===== src/rtl/fcw_pkg.sv =====
// Shared types and constants for the FAT12 cluster chain walker.
// No dependencies; used by every module of the block.
`default_nettype none

package fcw_pkg;

    localparam int TABLE_ENTRIES = 4096;
    localparam int CL_W          = 12;   // cluster / hop count width
    localparam int ADDR_W        = 13;   // byte address width
    localparam int DATA_W        = 8;    // table byte width

    // result status codes
    localparam logic [1:0] ST_OK  = 2'd0;
    localparam logic [1:0] ST_END = 2'd1;
    localparam logic [1:0] ST_BAD = 2'd2;

    // entry value bounds
    localparam logic [CL_W-1:0] ENT_RSVD = 12'hFF0;
    localparam logic [CL_W-1:0] ENT_EOC  = 12'hFF8;

    typedef struct packed {
        logic              cmd;
        logic [ADDR_W-1:0] byte_addr;
        logic [DATA_W-1:0] byte_data;
        logic [CL_W-1:0]   first_cluster;
        logic [CL_W-1:0]   hop_count;
    } t_in_item;

    typedef struct packed {
        logic [1:0]      status;
        logic [CL_W-1:0] cluster;
    } t_out_item;

    // classification of one unpacked entry
    typedef enum logic [1:0] {
        K_ADV = 2'd0,
        K_END = 2'd1,
        K_BAD = 2'd2
    } t_kind;

    // where the result cluster comes from
    typedef enum logic [1:0] {
        SRC_ZERO  = 2'd0,
        SRC_FIRST = 2'd1,
        SRC_ENTRY = 2'd2
    } t_res_src;

    typedef struct packed {
        logic       accept;
        logic       rd_lo;
        logic       rd_hi;
        logic       advance;
        logic       res_load;
        logic [1:0] res_status;
        t_res_src   res_src;
    } t_dp_cmd;

    typedef struct packed {
        logic  in_walk;
        logic  in_hops_zero;
        logic  cur_oob;
        t_kind kind;
        logic  last_hop;
    } t_dp_stat;

endpackage

`default_nettype wire


===== src/rtl/fcw_ctrl.sv =====
// Controller: walk sequencer and handshake control for both channels.
// Depends on fcw_pkg.
`default_nettype none

module fcw_ctrl (
    input  wire                     i_clk,
    input  wire                     i_rst_n,
    input  wire                     i_in_valid,
    output logic                    o_in_ready,
    output logic                    o_out_valid,
    input  wire                     i_out_ready,
    input  wire fcw_pkg::t_dp_stat  i_stat,
    output fcw_pkg::t_dp_cmd        o_cmd
);

    typedef enum logic [3:0] {
        S_IDLE = 4'b0001,
        S_LO   = 4'b0010,
        S_HI   = 4'b0100,
        S_EVAL = 4'b1000
    } t_state;

    t_state r_state, n_state;
    logic   r_out_valid, n_out_valid;
    logic   accept;

    assign o_in_ready = (r_state == S_IDLE) && (!r_out_valid || i_out_ready);
    assign accept     = i_in_valid && o_in_ready;

    always_comb begin
        n_state          = r_state;
        o_cmd            = '0;
        o_cmd.accept     = accept;
        o_cmd.res_status = fcw_pkg::ST_OK;
        o_cmd.res_src    = fcw_pkg::SRC_ZERO;
        unique case (r_state)
            S_IDLE: begin
                if (accept) begin
                    if (i_stat.in_walk && !i_stat.in_hops_zero) begin
                        n_state = S_LO;
                    end else begin
                        o_cmd.res_load = 1'b1;
                        o_cmd.res_src  = i_stat.in_walk ? fcw_pkg::SRC_FIRST
                                                        : fcw_pkg::SRC_ZERO;
                    end
                end
            end
            S_LO: begin
                if (i_stat.cur_oob) begin
                    o_cmd.res_load   = 1'b1;
                    o_cmd.res_status = fcw_pkg::ST_BAD;
                    n_state          = S_IDLE;
                end else begin
                    o_cmd.rd_lo = 1'b1;
                    n_state     = S_HI;
                end
            end
            S_HI: begin
                o_cmd.rd_hi = 1'b1;
                n_state     = S_EVAL;
            end
            S_EVAL: begin
                unique case (i_stat.kind)
                    fcw_pkg::K_ADV: begin
                        o_cmd.advance = 1'b1;
                        if (i_stat.last_hop) begin
                            o_cmd.res_load = 1'b1;
                            o_cmd.res_src  = fcw_pkg::SRC_ENTRY;
                            n_state        = S_IDLE;
                        end else begin
                            n_state = S_LO;
                        end
                    end
                    fcw_pkg::K_END: begin
                        o_cmd.res_load   = 1'b1;
                        o_cmd.res_status = fcw_pkg::ST_END;
                        n_state          = S_IDLE;
                    end
                    default: begin
                        o_cmd.res_load   = 1'b1;
                        o_cmd.res_status = fcw_pkg::ST_BAD;
                        n_state          = S_IDLE;
                    end
                endcase
            end
            default: n_state = S_IDLE;
        endcase
    end

    always_comb begin
        n_out_valid = r_out_valid;
        if (r_out_valid && i_out_ready) begin
            n_out_valid = 1'b0;
        end
        if (o_cmd.res_load) begin
            n_out_valid = 1'b1;
        end
    end

    always_ff @(posedge i_clk) begin
        if (!i_rst_n) begin
            r_state     <= S_IDLE;
            r_out_valid <= 1'b0;
        end else begin
            r_state     <= n_state;
            r_out_valid <= n_out_valid;
        end
    end

    assign o_out_valid = r_out_valid;

endmodule

`default_nettype wire


===== config.mk =====
export PLATFORM = sky130hd
export DESIGN_NAME = fcw_ctrl
export DESIGN_NICKNAME = d
export VERILOG_FILES = /design/src/rtl/fcw_pkg.sv /design/src/rtl/fcw_ctrl.sv
export SDC_FILE = /design/constraint.sdc
export NUM_CORES = 1
export LEC_CHECK = 0
export BUFFER_PORTS_ARGS = -buffer_cell sky130_fd_sc_hd__buf_2
export CORE_AREA = 2 2 39 41
export DETAILED_ROUTE_END_ITERATION = 6
export DIE_AREA = 0 0 41 43
export SETUP_SLACK_MARGIN = 0.3
export SLEW_MARGIN = 20
export SYNTH_ARGS = -nofsm -noshare
export SYNTH_HDL_FRONTEND = slang
export SYNTH_SLANG_ARGS = --single-unit

===== constraint.sdc =====
create_clock -name i_clk -period 1.5 [get_ports i_clk]
set_input_delay 0.225 -clock i_clk [delete_from_list [all_inputs] [get_ports i_clk]]
set_output_delay 0.225 -clock i_clk [all_outputs]
set_load 0.005 [all_outputs]

# After elaboration in Yosys (flattened, before gate mapping)
# Index checks and enable logic that the tools add are counted.
[word_totals] word_cells=46 register_bits=5 input_bits=10
[classes] n_reduce_logical=10 mux=27 eq_ne=7
[op_table] cell="$pmux W4 S4" n=1
[op_table] cell="$mux W1" n=14
[op_table] cell="$mux W4" n=3
[op_table] cell="$pmux W2 S2" n=3
[op_table] cell="$mux W2" n=3
[op_table] cell="$mux W3" n=2
[op_table] cell="$eq A4 B1 Y1 const B" n=1
[op_table] cell="$eq A4 B2 Y1 const B" n=1
[op_table] cell="$eq A4 B3 Y1 const B" n=1
[op_table] cell="$eq A4 B4 Y1 const B" n=1
[op_table] cell="$logic_and A1 B1 Y1" n=4
[op_table] cell="$pmux W1 S3" n=1
[op_table] cell="$eq A2 B1 Y1 const B" n=1
[op_table] cell="$logic_not A1 Y1" n=2
[op_table] cell="$logic_not A2 Y1" n=1
[op_table] cell="$ne A2 B1 Y1 const B" n=1
[op_table] cell="$ne A2 B2 Y1 const B" n=1
[op_table] cell="$reduce_and A2 Y1" n=1
[op_table] cell="$reduce_bool A2 Y1" n=1
[op_table] cell="$logic_or A1 B1 Y1" n=1

# Longest topological paths before layout
[depth] depth_word=7 mapped_depth=5

# Worst setup path after synthesis
# No wires, ideal clock.
[synth_timing] kind="flip-flop to output port" startpoint="register r_state[1]" endpoint="output port o_cmd[4] (netlist bit)" stages_incl_launch_ff=6 path_slack_ns=-0.017 required_ns=1.275 arrival_time_ns=1.292 cell_sequence="dfxtp_1 > buf_2 > or4b_4 > o22ai_2 > o21bai_1 > buf_4"
[synth_lines] element="start: declaration" line="fcw_ctrl.sv:23" rtl="t_state r_state, n_state;"
[synth_lines] element="start signal: assignment" line="fcw_ctrl.sv:105" rtl="r_state <= n_state;"
[synth_lines] element="end: declaration" line="fcw_ctrl.sv:13" rtl="output fcw_pkg::t_dp_cmd o_cmd"

==> results.md <==
- Gr usage total: 14.4%
- Hold Crit Class: in -> reg
- Clock transition at path regs: 50 ps
- Post-Synth Simple-Gate Area: 41.7%
- Synth Area in Adders: 0%
- PortBufs: 20
- Row Count: 14
- Post-DRT Antenna Nets: 0
- Vias per cell: 4.84
- Mux cell area share after synthesis: 0%
- Clk sinks: 5
- GRT overflow: 0
- Die Wd: 41 um
- Netlist cell types: 30
- CORE AREA: 1380 um^2
- Slew HR: 79.9%
- I/O pin count: 21
- Dpl ws: 17.1 ps
- Initial antenna violation count: 0
- Main combinational cell family by area after synthesis: simple AND/OR/NAND/NOR gates
- Final Cycle Share: 116%
- Final max-slew violation count: 0
- Average wire per standard cell: 11.1 um
- Compound-Gate Fraction of Synth Area: 21.0%
- Final HPWL DP: 800 um
- Clk buf depth: 2
- Fin cells: 93
- Register bit total from synthesis: 5
- Nets: 88
- Deepest level of the CTS H-tree: 1
- CP Capture Type: output pin
- WP data arrival: 1520 ps
- Final setup vio count: 11
- Via count: 450
- Final min period: 1740 ps
- DIE HEIGHT: 43 um
- Detailed-route wire length: 1040 um
- Critical Path RT: 1270 ps
- Achievable Freq: 574 MHz
- Worst Path Max Fanout: 4
- RD Place Congestion: 0.723
- Worst VDD drop: 561 uV
- Ant diodes: 0
- Clock Skew: 7.75 ps
- Failing checks: negative setup slack
- CTS Root Cell: clkbuf_4
- Power Density: 1320 nW/um^2
- CTS Buf Count: 3
- DR pass1 iterations: 4
- Gate count after technology mapping: 49
- Pleak: 0.310 nW
- Status: finished with violations
- Synth Area in XOR/XNOR: 2.01%
- YS warnings: 0
- Max-cap violations: 0
- Initial Utilization: 31.5%
- Placed cells: 85
- Die area: 1760 um^2
- Startpoint Class: flop
- Setup ws final: -241 ps
- Critical path class: reg -> out
- Vias in the first global route: 388
- Clk Latency, worst-skew pair: 260 ps
- First-pass GRT wire length: 1640 um
- Final hold violations: 0
- Mapped Nets: 59
- Post-Syn Area: 435 um^2
- Area growth syn-to-layout: 56.3%
- Layout cells sized above 1: 66.2%
- Post-synthesis sequential area ratio: 23.0%
- Iter 0 DRT Violations: 5
- Pin count of the biggest net entering global routing: 9
- Slew at the pin with the worst max-slew slack: 297 ps
- RSZ-0062 raised after global routing: true
- Residual DRC: 0
- Syn Area/Cell: 8.89 um^2
- CTS tree: done
-- sequential cells by signal, summed over array words and instances (netlist names) --
name and count:
o_out_valid 1, r_state 4
-- through the flow --
stage                     util, %  hold slack [ps]  setup TNS [ps]  area [um^2]  total power, mW
after floorplan                 -              296           -4.85          460            0.509
after global placement       41.4              428               0          573            0.598
after detailed placement     41.4              431               0          573            0.604
after CTS                    48.1              170           -1730          666            0.880
after global routing         49.2              195           -2040          681            0.964
final                        49.2              198           -1340          681            0.896
-- routing by layer --
layer	share of wire [%]	track usage [%]
met1	42	17.5
met2	50	18.4
met3	4.9	6.28
met4	3.3	12.0
met5	0	0
-- report_power, final --
group	internal [mW]	switching, mW	leakage, nW
clock	0.101	0.0637	0.0150
combinational	0.300	0.234	0.253
sequential	0.169	0.0287	0.0419
-- cell type report --
| type | instances | area [um^2] |
|---|---|---|
| Multi-Input combinational cell | 35 | 320 |
| Fill cell | 143 | 703 |
| Tap cell | 16 | 20.0 |
| Timing Repair Buffer | 30 | 198 |
| Inverter | 3 | 11.3 |
| Clock buffer | 4 | 26.3 |
| Sequential cell | 5 | 105 |
-- final timing paths --
kind,start,endpoint,slack [ps],depth (start not counted)
min reg2reg,r_state[2]$_SDFFE_PN0P_,r_state[1]$_SDFFE_PN0P_,540,2
min,i_stat[3],r_state[2]$_SDFFE_PN0P_,200,2
max,r_state[2]$_SDFFE_PN0P_,o_cmd[4],-240,4
max reg2reg,r_state[1]$_SDFFE_PN0P_,r_state[0]$_SDFFE_PN1P_,-10,4
-- critical path, stage by stage, from the launching register on --
cell      delay (ps)
dfxtp_2          330
or4b_4           550
o22ai_2          130
o21bai_1         120
buf_2            120
-- cells in the mapped netlist --
| cell type | instances | area share, % |
|---|---|---|
| buf_4 | 5 | 8.6 |
| dfxtp_1 | 5 | 23 |
| inv_1 | 3 | 2.6 |
| nand3b_1 | 3 | 5.2 |
| and2_1 | 2 | 2.9 |
| nand2b_1 | 2 | 2.9 |
| nor2_1 | 2 | 1.7 |
| nor2b_1 | 2 | 2.9 |
| nor3_1 | 2 | 2.3 |
| nor3b_1 | 2 | 3.4 |
| or4b_4 | 2 | 6.3 |
| a2111oi_0 | 1 | 2.0 |
| a211o_1 | 1 | 2.0 |
| a21oi_1 | 1 | 1.1 |
| a32oi_4 | 1 | 6.3 |
| and3_1 | 1 | 1.4 |
| buf_2 | 1 | 1.1 |
| nand3_1 | 1 | 1.1 |
| nor3_2 | 1 | 2.3 |
| nor4_1 | 1 | 1.4 |
| nor4b_1 | 1 | 2.0 |
| o211ai_1 | 1 | 1.7 |
| o21ai_0 | 1 | 1.1 |
| o21bai_1 | 1 | 1.7 |
| o22ai_2 | 1 | 2.9 |
| o31a_1 | 1 | 2.0 |
| or2_2 | 1 | 1.4 |
| or2b_1 | 1 | 1.7 |
| or4_4 | 1 | 2.6 |
| xor2_1 | 1 | 2.0 |
-- cell families (layout without fill, tap and decap cells) --
group,Yosys count,after routing
XOR/XNOR,1,1
AO/OA/AOI/OAI,9,9
AND/OR/NAND/NOR,25,25
buffers and inverters,9,37
flip-flops,5,5
-- repair_timing --
action	CTS	global route
hold buffers	0	0
resized for setup	9	4
buffers inserted	4	0
pin swaps	5	4
endpoints found under the setup margin	15	15
-- placed cells by master (no fill, tap or decap), drive strengths merged --
master / instances
a2111oi: 1
a211o: 1
a21oi: 1
a32oi: 1
and2: 2
and3: 1
buf: 30
clkbuf: 4
dfxtp: 5
inv: 3
nand2b: 2
nand3: 1
nand3b: 3
nor2: 2
nor2b: 2
nor3: 3
nor3b: 2
nor4: 1
nor4b: 1
o211ai: 1
o21ai: 1
o21bai: 1
o22ai: 1
o31a: 1
or2: 1
or2b: 1
or4: 1
or4b: 2
xor2: 1
(Power assumes the default switching activity.)
